File: src/design/tosp_pkg.sv
// shared types and constants for the one-axis segment planner
// used by every module of the planner; depends on nothing
`timescale 1ns / 1ps
`default_nettype none

package tosp_pkg;

    localparam int FRAC_BITS    = 16;
    localparam int MAX_SEGMENTS = 8;
    localparam int SEG_W        = $clog2(MAX_SEGMENTS + 1);

    localparam logic [63:0] RAD_CAP  = 64'h8000_0000_0000_0000;
    localparam logic [30:0] TIME_MAX = 31'h7FFF_FFFF;

    // segment kinds
    localparam logic [2:0] KIND_REV_BRAKE = 3'd0;
    localparam logic [2:0] KIND_ACC_LIMIT = 3'd1;
    localparam logic [2:0] KIND_ACC_PEAK  = 3'd2;
    localparam logic [2:0] KIND_CRUISE    = 3'd3;
    localparam logic [2:0] KIND_BRAKE     = 3'd4;
    localparam logic [2:0] KIND_OVERSPEED = 3'd5;
    localparam logic [2:0] KIND_NONE      = 3'd6;

    // status codes
    localparam logic [1:0] STAT_OK       = 2'd0;
    localparam logic [1:0] STAT_NO_CASE  = 2'd1;
    localparam logic [1:0] STAT_SEG_LIMIT = 2'd2;

    // configuration register indexes
    localparam logic [1:0] CFG_VEL_LIMIT = 2'd0;
    localparam logic [1:0] CFG_ACC_LIMIT = 2'd1;
    localparam logic [1:0] CFG_POS_TOL   = 2'd2;
    localparam logic [1:0] CFG_VEL_TOL   = 2'd3;

    typedef struct packed {
        logic signed [31:0] start_pos;
        logic signed [31:0] start_vel;
        logic signed [31:0] target_pos;
    } item_t;

    typedef struct packed {
        logic [30:0] vel_limit;
        logic [30:0] acc_limit;
        logic [15:0] pos_tol;
        logic [15:0] vel_tol;
    } limits_t;

    typedef struct packed {
        logic [2:0]         kind;
        logic signed [31:0] effort;
        logic [30:0]        duration;
        logic signed [31:0] end_pos;
        logic signed [31:0] end_vel;
        logic [30:0]        elapsed;
        logic [1:0]         status;
        logic               last;
    } segment_t;

endpackage

`default_nettype wire

File: src/design/tosp_front.sv
// command front end: takes move commands and holds them in a two-word queue
// depends on tosp_pkg
`timescale 1ns / 1ps
`default_nettype none

module tosp_front (
    input  wire logic           clk,
    input  wire logic           rst_n,
    input  wire logic           start,
    input  wire tosp_pkg::item_t cmd,
    output logic                busy,
    output logic                q_valid,
    output tosp_pkg::item_t     q_item,
    input  wire logic           q_take
);
    import tosp_pkg::*;

    item_t      mem [2];
    logic       wr_ptr_reg;
    logic       rd_ptr_reg;
    logic [1:0] count_reg;
    logic       push;
    logic       pop;

    assign busy    = (count_reg == 2'd2);
    assign push    = start && !busy;
    assign q_valid = (count_reg != 2'd0);
    assign pop     = q_take && q_valid;
    assign q_item  = mem[rd_ptr_reg];

    always_ff @(posedge clk)
    begin
        if (push)
        begin
            mem[wr_ptr_reg] <= cmd;
        end
    end

    always_ff @(posedge clk or negedge rst_n)
    begin
        if (!rst_n)
        begin
            wr_ptr_reg <= 1'b0;
            rd_ptr_reg <= 1'b0;
            count_reg  <= 2'd0;
        end
        else
        begin
            if (push)
            begin
                wr_ptr_reg <= !wr_ptr_reg;
            end
            if (pop)
            begin
                rd_ptr_reg <= !rd_ptr_reg;
            end
            count_reg <= count_reg + {1'b0, push} - {1'b0, pop};
        end
    end

endmodule

`default_nettype wire

File: config.mk
export PLATFORM = sky130hd
export DESIGN_NAME = tosp_front
export DESIGN_NICKNAME = d
export VERILOG_FILES = /design/src/design/tosp_pkg.sv /design/src/design/tosp_front.sv
export SDC_FILE = /design/constraint.sdc
export NUM_CORES = 1
export LEC_CHECK = 0
export BUFFER_PORTS_ARGS = -buffer_cell sky130_fd_sc_hd__buf_4
export CORE_AREA = 2 2 208 159
export CTS_CLUSTER_DIAMETER = 50
export CTS_CLUSTER_SIZE = 8
export DETAILED_ROUTE_END_ITERATION = 8
export DIE_AREA = 0 0 210 161
export PLACE_DENSITY = 0.41
export SLEW_MARGIN = 20
export SYNTH_ARGS = -nofsm -noshare
export SYNTH_HDL_FRONTEND = slang
export SYNTH_SLANG_ARGS = --single-unit
File: constraint.sdc
create_clock -name clk -period 6 [get_ports clk]
set_input_delay 0.6 -clock clk [delete_from_list [all_inputs] [get_ports clk]]
set_output_delay 0.6 -clock clk [all_outputs]
set_load 0.005 [all_outputs]
# Word-level counts from Yosys, hierarchy flattened
# Memory sizes are Yosys's and may differ from the RTL's.
# Cells that the tools add are included.
# totals
register_bits,4
ram_bits,192
input_bits,100
memories,1
# mem_list
name,words,word_bits,rd,rd_clocked_by_memory_dff,wr,line,source
mem,2,96,1,0,1,tosp_front.sv:18,item_t mem [2];
# op_classes
addsub,2
eq_ne,1
mux,2
n_reduce_logical,6
# ops
cell,n
1-bit zero test,3
2-bit by 1-bit adder with 2-bit output,1
"2-bit equality test, second input constant",1
1-bit logical AND,2
1-bit two-way mux,2
2-bit nonzero test,1
2-bit by 1-bit subtractor with 2-bit output,1

# Logic depth before layout (Yosys ltp)
# Gate-level depths: netlist of the first run.
# depth
depth_word,5
mapped_depth,7
mapped_depth_nobuf,7

# Worst setup path after synthesis of the first run
# No wires, ideal clock.
# synth_path
path_kind,input -> register
startpoint,input port start
endpoint,memory mem[0][0] (netlist name) (enable)
setup_ns,0.551
t_arrival_ns,4.691
t_required_ns,5.449
slack_ns,0.758
cell_stages,2
path_buffers,0
cell_sequence,nand2_1 -> nor2_1
# synth_between
elab_chain_cells,3
# synth_lines
item,line,source
start: declaration,tosp_front.sv:9,"input wire logic start,"
1-bit logical AND,tosp_front.sv:26,assign push = start && !busy;
1-bit two-way mux,tosp_front.sv:33,if (push)
1-bit two-way mux (not written as such),tosp_front.sv:35,mem[wr_ptr_reg] <= cmd;
end: declaration,tosp_front.sv:18,
# Every way passes these cells.

==> flow_summary_export.csv, run 1 <==
group,metric,value,unit
status,status,"finished clean",
critical_path,startpoint_type,"register",
cts,insertion_delay,430,ps
cells_and_area,layout_commonest_cell,"buf_4",
timing,fin_skew,9.675,ps
floorplan,num_rows,57,
power_and_ir_drop,ir_drop,193.0,uV
grt,grt_pass1_vias,4000,
cells_and_area,drive_above_1_share,0.6093,
timing,drv_slew,0,
floorplan,ios,198,
power_and_ir_drop,switching_share,0.2695,
power_and_ir_drop,p_int,3.359,mW
power_and_ir_drop,leakage,3.655,nW
yosys,yosys.area.top_type,"edfxtp_1",
cts,cts_setup_buffers,0,
critical_path,critPathMaxFanout,54,
timing,max_slew_margin,0.3542,
yosys,syn_inst,317,
flow_run,timing.max_cap.violations,0,
cts,cts_sinks,196,
worst_hold_path,hp-class,"in -> reg",
yosys,ys_seq_area_frac,0.8095,
floorplan,fp.dieW,210,um
grt,grt_max_degree,59,
critical_path,critPathKind,"reg -> out",
power_and_ir_drop,p_switching,1.239,mW
grt,grt_use_total,0.09549,
floorplan,die_h,161,um
drt,avgViaCountPerCell,3.835,
timing,worst_slew_pin_slew,968.6,ps
cells_and_area,fin_util,0.3082,
place,gp_congestion,0.6920,
critical_path,critPathCaptureType,"output port",
drt,ant_nets,0,
cells_and_area,fill_cells,3123,
cts,cts.clk_slew.worst_paths,70,ps
grt,antenna_found_initial,0,
critical_path,required,5400,ps
drt,drt_pass1_iterations,4,
timing,setup_tns,0,ps
yosys,ys_warn_count,0,
timing,fin_crit,3427,ps
place,dp_hpwl,10310,um
yosys,avgSynthCellArea,22.86,um^2
timing,layout_worst_path_cycle_share,0.5712,
grt,globalRouteOverflowTotal,0,
floorplan,core,0.03188,mm^2
timing,setup_viol,0,
cts,ctsRootBufferMaster,"clkbuf_16",
cts,cts_made_buffers,17,
drt,wl_met2,7218,um
drt,wl_met1,7325,um
drt,drt-total-wl,15990,um
floorplan,die-area,0.03381,mm^2
timing,rsz0062_at_grt,"no",
yosys,syn_area,0.007246,mm^2
drt,routedWlPerCell,16.78,um
power_and_ir_drop,share_comb_of_total_power,0.296,
drt,met3_length,1260,um
drt,drcViolationCount,0,
place,io_buffers,197,
grt,grt_pass1_wl,23690,um
cts,clockBufferDepth,2,
timing,holdWs,348.7,ps
drt,highest_layer,"met4",
cells_and_area,antenna_cells,0,
yosys,synth_area_leaders,"edfxtp_1 80%, mux2_2 10%, mux2_4 6.2%",
place,placed_area,0.009201,mm^2
yosys,synth_top_area_frac,0.7957,
yosys,syn_nets,419,
cells_and_area,num-nets-final,629,
timing,fmax,0.2918,GHz
floorplan,initial_utilization,0.2273,
place,dp_cells,920,
cells_and_area,syn2layout_area_growth,35.61,%
cts,htree_levels,4,
drt,vias,3655,
cells_and_area,largest_reg_flops,192,
cells_and_area,fin_cells,953,
cells_and_area,final_area,0.009826,mm^2
power_and_ir_drop,p_per_area,468.0,mW/mm^2
cells_and_area,mostFrequentLayoutCells,"201 x buf_4, 192 x edfxtp_1, 66 x mux2_2, 30 x mux2_4, 17 x clkbuf_16",
timing,finalHoldViolations,0,
critical_path,cp_data_arrival_time,2830,ps
yosys,synth_cell_type_count,16,
drt,drt_iter0_markers,157,
cts,cts_tree,"yes",
yosys,ys_ff_latch,196,
power_and_ir_drop,p_clk_frac,0.262,
power_and_ir_drop,sequentialPowerShare,0.442,
[cells by family (layout without fill, tap and decap cells)]
| group | Yosys count | in the layout | synth area share |
|---|---|---|---|
| flip-flops | 196 | 196 | 0.8095 |
| multiplexers | 96 | 96 | 0.1647 |
| buffers and inverters | 13 | 236 | 0.01295 |
| AND/OR/NAND/NOR | 6 | 6 | 0.004491 |
| XOR/XNOR | 4 | 4 | 0.004836 |
| adder cells (fa/ha/maj) | 2 | 2 | 0.003453 |
[through the flow]
step | power (mW) | setup slack, ps
2_1_floorplan | 2.775 | 757.9
3_5_place_dp | 3.472 | 2970
3_3_place_gp | 3.459 | 3002
5_1_grt | 4.845 | 2401
4_1_cts | 4.703 | 2484
6_report | 4.598 | 2573
[layout make-up]
type / count / area (um^2) / area share
Clock buffer: 19 / 432.9 / 0.04406
Tap cell: 413 / 516.7 / 0.05259
Inverter: 2 / 7.507 / 0.0007640
Timing Repair Buffer: 202 / 1519 / 0.1546
Clock inverter: 13 / 181.4 / 0.01846
Sequential cell: 196 / 5869 / 0.5974
Multi-Input combinational cell: 108 / 1299 / 0.1322
[metal layers]
| layer | vias to the layer above | global-route usage |
|---|---|---|
| met2 | 132 | 0.1480 |
| met4 | 0 | 0.03095 |
| met5 | - | 0 |
| li1 | 1670 | - |
| met1 | 1843 | 0.1196 |
| met3 | 10 | 0.04239 |
[cell usage after synthesis]
cell and number:
nand2b_1 1, ha_1 2, nor2_1 1, dfrtp_1 4, buf_2 6, mux2_4 30
inv_1 2, mux2_2 66, xor2_1 1, and3_1 1, edfxtp_1 192, buf_6 5
nand2_1 1, xnor2_1 3, and2_1 1, or2_2 1
[repair_timing]
action                     in CTS  in global routing
hold buffers                    1                  0
gates resized for setup         0                  0
setup endpoints to repair       0                  0
hold endpoints to repair        4                  0
[final timing paths]
check                      cells past startpoint            to         start  slack (ps)
max                                            3    q_item[15]    rd_ptr_reg        2570
min                                            1     mem[1][3]        cmd[3]         350
max reg2reg                                    3    mem[1][79]  count_reg[1]        3670
min reg2reg                                    1  count_reg[0]  count_reg[0]         530
max in group asynchronous                      2    rd_ptr_reg         rst_n        5390
min in group asynchronous                      2    rd_ptr_reg         rst_n         500
[worst max-delay path, cell delays in order (launching register included)]
cell and delay, ps:
dfrtp_4 1010, buf_4 680, mux2_2 450, buf_4 150
[power by group through the flow]
stage / registers (mW) / logic, mW / clock network (mW)
floorplan: 1.99 / 0.788 / 0
detailed placement: 2.07 / 1.40 / 0
CTS: 2.04 / 1.41 / 1.25
finish: 2.03 / 1.36 / 1.21
global placement: 2.06 / 1.39 / 0
global route: 2.07 / 1.47 / 1.30
(Power assumes the default switching activity.)
==> run 2: changes to the inputs <==
--- a/config.mk
+++ b/config.mk
@@ -5,6 +5,7 @@
 export SDC_FILE = /design/constraint.sdc
 export NUM_CORES = 1
 export LEC_CHECK = 0
+export ABC_AREA = 1
 export BUFFER_PORTS_ARGS = -buffer_cell sky130_fd_sc_hd__buf_4
 export CORE_AREA = 2 2 208 159
 export CTS_CLUSTER_DIAMETER = 50
==> constraint.sdc (replaced) <==
create_clock -name clk -period 3.2 [get_ports clk]
set_input_delay 0.32 -clock clk [delete_from_list [all_inputs] [get_ports clk]]
set_output_delay 0.32 -clock clk [all_outputs]
set_load 0.005 [all_outputs]
==> run 2 against run 1 <==
  * Sequential power up 78%
  * Largest cell class unchanged
  * Critical endpoint is now q_item[3]
  * Flip-flop and latch count stayed put
  * Global-route usage increased by 0.78 points
  * Worst hold slack worse by 270 ps
  * Synthesized cell count grew 68%
  * Cell count up 22%
  * Utilization shrank 0.063 points
==> flow_summary_export.csv, run 2 <==
group,metric,value,unit
drt,vias,4386,
yosys,syn_area,0.007221,mm^2
power_and_ir_drop,p_per_area,885.6,mW/mm^2
floorplan,die_h,161,um
worst_hold_path,whs_path_depth,1,
floorplan,ios,198,
cts,clockBufferDepth,2,
cells_and_area,largest_reg_flops,192,
place,preCtsSetupSlack,1335,ps
cts,cts.clk_slew.worst_paths,70,ps
timing,fin_crit,2236,ps
worst_hold_path,hp-class,"in -> reg",
floorplan,die-area,0.03381,mm^2
yosys,yosys.area.top_type,"edfxtp_1",
yosys,ys_seq_area_frac,0.8123,
floorplan,core,0.03188,mm^2
timing,max_slew_margin,0.5836,
timing,fmax,0.4472,GHz
cells_and_area,fill_cells,3235,
cells_and_area,fin_cells,1163,
timing,setup_tns,0,ps
cts,insertion_delay,420,ps
cells_and_area,syn2layout_area_growth,35.80,%
power_and_ir_drop,sequentialPowerShare,0.416,
timing,setup_viol,0,
cells_and_area,layout_commonest_cell,"nand2_1",
yosys,avgSynthCellArea,13.52,um^2
timing,fin_ws,964.0,ps
drt,drt_iter0_markers,191,
power_and_ir_drop,p_switching,2.718,mW
place,io_buffers,197,
yosys,syn_inst,534,
critical_path,reg2reg_depth,4,
drt,routedWlPerCell,14.87,um
drt,ant_nets,0,
grt,grt_pass1_vias,4253,
critical_path,critPathMaxFanout,49,
yosys,synth_commonest_cells,"301 x nand2_1, 192 x edfxtp_1, 14 x buf_2, 9 x inv_1, 5 x buf_6",
power_and_ir_drop,leakage,4.083,nW
place,gp_congestion,0.6797,
critical_path,required,2880,ps
cells_and_area,antenna_cells,0,
status,status,"finished clean",
place,dp_cells,1130,
cts,cts_tree,"yes",
timing,rsz0062_at_grt,"no",
drt,drt-total-wl,17300,um
grt,grt_pass1_wl,25990,um
yosys,async_flop_share,0.02041,
power_and_ir_drop,switching_share,0.3130,
yosys,synth_top_area_frac,0.7985,
grt,antenna_found_initial,0,
drt,drt_pass1_iterations,5,
cells_and_area,drive_above_1_share,0.3147,
timing,worst_slew_pin_slew,623.1,ps
drt,drcViolationCount,0,
power_and_ir_drop,ir_drop,424.2,uV
power_and_ir_drop,p_clk_frac,0.251,
cts,ctsRootBufferMaster,"clkbuf_16",
power_and_ir_drop,p_int,5.966,mW
yosys,ys_warn_count,0,
cells_and_area,fin_util,0.3076,
critical_path,cp_data_arrival_time,1920,ps
timing,fin_skew,9.756,ps
yosys,ys_ff_latch,196,
critical_path,critPathCaptureType,"output port",
cts,htree_levels,4,
yosys,synth_edf_count,192,
grt,grt_max_degree,98,
timing,finalHoldViolations,0,
timing,layout_worst_path_cycle_share,0.6988,
floorplan,fp.dieW,210,um
drt,avgViaCountPerCell,3.771,
power_and_ir_drop,share_comb_of_total_power,0.333,
timing,drv_slew,0,
yosys,synth_cell_type_count,11,
yosys,syn_nets,636,
floorplan,num_rows,57,
flow_run,timing.max_cap.violations,0,
grt,globalRouteOverflowTotal,0,
grt,grt_use_total,0.1033,
cells_and_area,mostFrequentLayoutCells,"301 x nand2_1, 199 x buf_4, 192 x edfxtp_1, 17 x clkbuf_16, 8 x inv_1",
place,dp_hpwl,10740,um
cts,cts_sinks,196,
cts,cts_made_buffers,17,
critical_path,critPathKind,"reg -> out",
floorplan,initial_utilization,0.2265,
yosys,ys.flop_type,"edfxtp_1",
power_and_ir_drop,total_power,8.684,mW
yosys,synth.most_common_cell,"nand2_1",
yosys,synth_area_leaders,"edfxtp_1 80%, nand2_1 16%, dfrtp_1 1.4%",
critical_path,startpoint_type,"register",
cells_and_area,num-nets-final,839,
-- run 2: timing repair --
item | 4_1_cts | 5_1_grt
gates resized for setup | 0 | 0
buffers inserted | 0 | 0
hold buffers | 1 | 0
hold endpoints to repair | 4 | 0
-- run 2: kinds of logic (layout without fill, tap and decap cells) --
logic type	Yosys count	in the layout	share of synthesized area
DFF	196	196	0.8123
adders and majority gates	2	2	0.003465
and+or+nand+nor	305	305	0.1591
buffers and inverters	31	247	0.02513
-- run 2: final timing paths --
kind                              start         end  slack, ps
setup reg to reg           count_reg[1]  mem[1][47]       1360
setup / recovery             rd_ptr_reg   q_item[3]        960
hold / removal                  cmd[63]  mem[0][63]         70
hold reg to reg              wr_ptr_reg  wr_ptr_reg        480
min in group asynchronous         rst_n  wr_ptr_reg        220
max in group asynchronous         rst_n  rd_ptr_reg       2850
-- run 2: layout make-up --
class | count | area, um^2 | area share
multi-input cells | 307 | 1181 | 0.1205
repair buffers | 205 | 1604 | 0.1636
clock buffers | 25 | 495.5 | 0.05053
inverters | 10 | 42.54 | 0.004338
well taps | 413 | 516.7 | 0.05270
flip-flops and latches | 196 | 5869 | 0.5986
clock inverters | 7 | 96.34 | 0.009825
-- run 2: power by group through the flow --
stage,Combinational (mW),Clock (mW),Sequential [mW]
floorplan,1.37,0,3.68
global placement,3.03,0,3.67
detailed placement,3.01,0,3.68
CTS,3.02,2.29,3.62
global route,3.25,2.37,3.66
finish,2.89,2.18,3.62
-- run 2: worst max-delay path, cell delays in order, from the launching register on --
cell     delay (ps)
dfrtp_4         500
inv_4           320
buf_12          300
nand2_1          80
nand2_1         100
buf_4           120
-- run 2: layer usage --
layer | vias up | global-route usage | share of wire
li1 | 2193 | - | -
met1 | 2070 | 0.1430 | 0.48
met2 | 115 | 0.1568 | 0.45
met3 | 8 | 0.03247 | 0.057
met4 | 0 | 0.02805 | 0.0087
met5 | - | 0 | 0
-- run 2: through the flow --
step,instance area [um^2],hold WS (ps)
3_5_place_dp,9204,125.3
5_1_grt,9806,34.59
4_1_cts,9806,36.08
3_3_place_gp,9204,128.4
6_report,9806,74.22
2_1_floorplan,7228,24.41
==> run 3: changes to the inputs <==
--- a/config.mk
+++ b/config.mk
@@ -12,7 +12,7 @@
 export CTS_CLUSTER_SIZE = 8
 export DETAILED_ROUTE_END_ITERATION = 8
 export DIE_AREA = 0 0 210 161
-export PLACE_DENSITY = 0.41
+export PLACE_DENSITY = 0.43
 export SLEW_MARGIN = 20
 export SYNTH_ARGS = -nofsm -noshare
 export SYNTH_HDL_FRONTEND = slang
==> constraint.sdc (replaced) <==
create_clock -name clk -period 1.9 [get_ports clk]
set_input_delay 0.19 -clock clk [delete_from_list [all_inputs] [get_ports clk]]
set_output_delay 0.19 -clock clk [all_outputs]
set_load 0.005 [all_outputs]
==> run 3 against run 2 <==
  * Largest power group unchanged
  * Setup slack lost 860 ps
  * Critical endpoint is now q_item[36]
  * Cell area grew 11%
  * Worst hold slack worse by 45 ps
  * Largest cell class unchanged
  * Wire length rose by 1.2%
==> flow_summary_export.csv, run 3 (same netlist as run 2, synthesis figures left out) <==
group,metric,value,unit
timing,setup_tns,0,ps
status,status,"finished clean",
drt,drt-total-wl,17500,um
floorplan,core,0.03188,mm^2
drt,avgViaCountPerCell,3.767,
cells_and_area,num-nets-final,940,
cts,htree_levels,4,
cells_and_area,drive_above_1_share,0.2902,
cells_and_area,largest_reg_flops,192,
place,io_buffers,197,
cells_and_area,final_area,0.01088,mm^2
grt,grt_pass1_wl,26220,um
cts,ctsRootBufferMaster,"clkbuf_16",
place,gp_congestion,0.6854,
floorplan,fp.dieW,210,um
critical_path,cp_data_arrival_time,1610,ps
cells_and_area,layout_commonest_cell,"nand2_1",
worst_hold_path,hp-class,"in -> reg",
critical_path,r2r_start,"count_reg[1]",
power_and_ir_drop,p_per_area,1374,mW/mm^2
power_and_ir_drop,p_clk_frac,0.234,
drt,routedWlPerCell,13.85,um
grt,globalRouteOverflowTotal,0,
power_and_ir_drop,leakage,4.530,nW
cts,clockBufferDepth,2,
timing,setup_viol,0,
critical_path,critPathMaxFanout,27,
timing,rsz0062_at_grt,"no",
grt,grt_max_degree,55,
drt,drt_iter0_markers,173,
cts,cts_sinks,196,
floorplan,initial_utilization,0.2265,
critical_path,critPathMaxStageDelay,560,ps
timing,fmax,0.5559,GHz
cts,insertion_delay,430,ps
place,dp_hpwl,10700,um
grt,grt_use_total,0.1026,
timing,layout_worst_path_cycle_share,0.9468,
floorplan,num_rows,57,
timing,drv_slew,0,
power_and_ir_drop,p_switching,4.775,mW
worst_hold_path,whs_path_depth,3,
timing,max_slew_margin,0.7755,
floorplan,ios,198,
grt,grt_pass1_vias,4678,
worst_hold_path,hold_end,"rd_ptr_reg",
power_and_ir_drop,switching_share,0.3196,
worst_hold_path,min-delay-start,"q_take",
flow_run,timing.max_cap.violations,0,
power_and_ir_drop,p_int,10.17,mW
cts,cts_tree,"yes",
timing,fin_skew,10.39,ps
cts,cts_made_buffers,17,
timing,fin_crit,1799,ps
drt,drt_pass1_iterations,4,
grt,antenna_found_initial,0,
critical_path,worst_path_max_delay_cell,"dfrtp_4",
cells_and_area,antenna_cells,0,
floorplan,die_h,161,um
critical_path,required,1710,ps
critical_path,r2r_setup_slack,450,ps
power_and_ir_drop,sequentialPowerShare,0.410,
drt,vias,4762,
critical_path,rr_endpoint,"mem[1][12]",
power_and_ir_drop,share_comb_of_total_power,0.357,
critical_path,reg2reg_depth,4,
floorplan,die-area,0.03381,mm^2
critical_path,critPathKind,"reg -> out",
critical_path,startpoint_type,"register",
power_and_ir_drop,ir_drop,837.9,uV
drt,ant_nets,0,
timing,worst_slew_pin_slew,336.7,ps
timing,finalHoldViolations,0,
drt,drcViolationCount,0,
cells_and_area,syn2layout_area_growth,50.61,%
cts,cts.clk_slew.worst_paths,70,ps
cells_and_area,mostFrequentLayoutCells,"299 x nand2_1, 199 x buf_4, 192 x edfxtp_1, 97 x dlygate4sd3_1, 18 x clkbuf_16",
critical_path,critPathMostFrequentCell,"nand2_1",
critical_path,path_cells,"clkinv_8, buf_16, nand2_1, nand2_1, buf_4",
critical_path,critPathCaptureType,"output port",
place,placed_area,0.009280,mm^2
run 3: layout make-up:
type	instances	area, um^2
clock buffer	19	432.9
inverter	10	53.80
fill	3142	21000
clock inverter	13	126.4
sequential	196	5869
timing repair buffer	306	2685
tap	413	516.7
multi-input combinational	307	1191
run 3: worst max-delay path by stage:
stage	slack (ps)	start	to
global placement	460	count_reg[1]	mem[1][47]
CTS	5	rd_ptr_reg	q_item[80]
detailed placement	450	count_reg[1]	mem[1][28]
global route	2	rd_ptr_reg	q_item[41]
floorplan	-500	count_reg[1]	mem[1][0]
finish	100	rd_ptr_reg	q_item[36]
run 3: repair_timing:
action                     in CTS  in global routing
setup endpoints to repair       0                 70
buffers inserted                0                  2
hold endpoints to repair      196                  0
hold buffers                   97                  0
resized for setup               0                  5
run 3: worst max-delay path: cells and delay by family (launching register included):
kind / cells / cell delay, ps
flip-flops: 1 / 560
AND/OR/NAND/NOR: 2 / 160
buffers and inverters: 3 / 430
run 3: per-stage QoR:
stage,hold WS (ps),cells,setup WS (ps),power [mW],util
2_1_floorplan,-105.6,534,-500.2,8.508,-
3_3_place_gp,-5.138,1132,457.1,11.41,0.2911
3_5_place_dp,-4.231,1132,446.2,11.39,0.2911
4_1_cts,10.56,1261,5.466,15.09,0.3391
5_1_grt,22.30,1264,1.566,15.91,0.3411
6_report,29.67,1264,101.1,14.94,0.3411
run 3: power groups by stage:
stage | logic [mW] | clock network (mW) | registers (mW)
finish | 5.33 | 3.49 | 6.13
global route | 5.93 | 3.76 | 6.22
CTS | 5.34 | 3.62 | 6.13
detailed placement | 5.16 | 0 | 6.22
global placement | 5.19 | 0 | 6.22
floorplan | 2.32 | 0 | 6.19
run 3: routing by layer:
layer  vias up  GRT usage  part of all wire
li1       2397          -                 -
met1      2220     0.1361              0.47
met2       130     0.1602              0.45
met3        15    0.03247             0.059
met4         0    0.03256             0.016
met5         -          0                 0
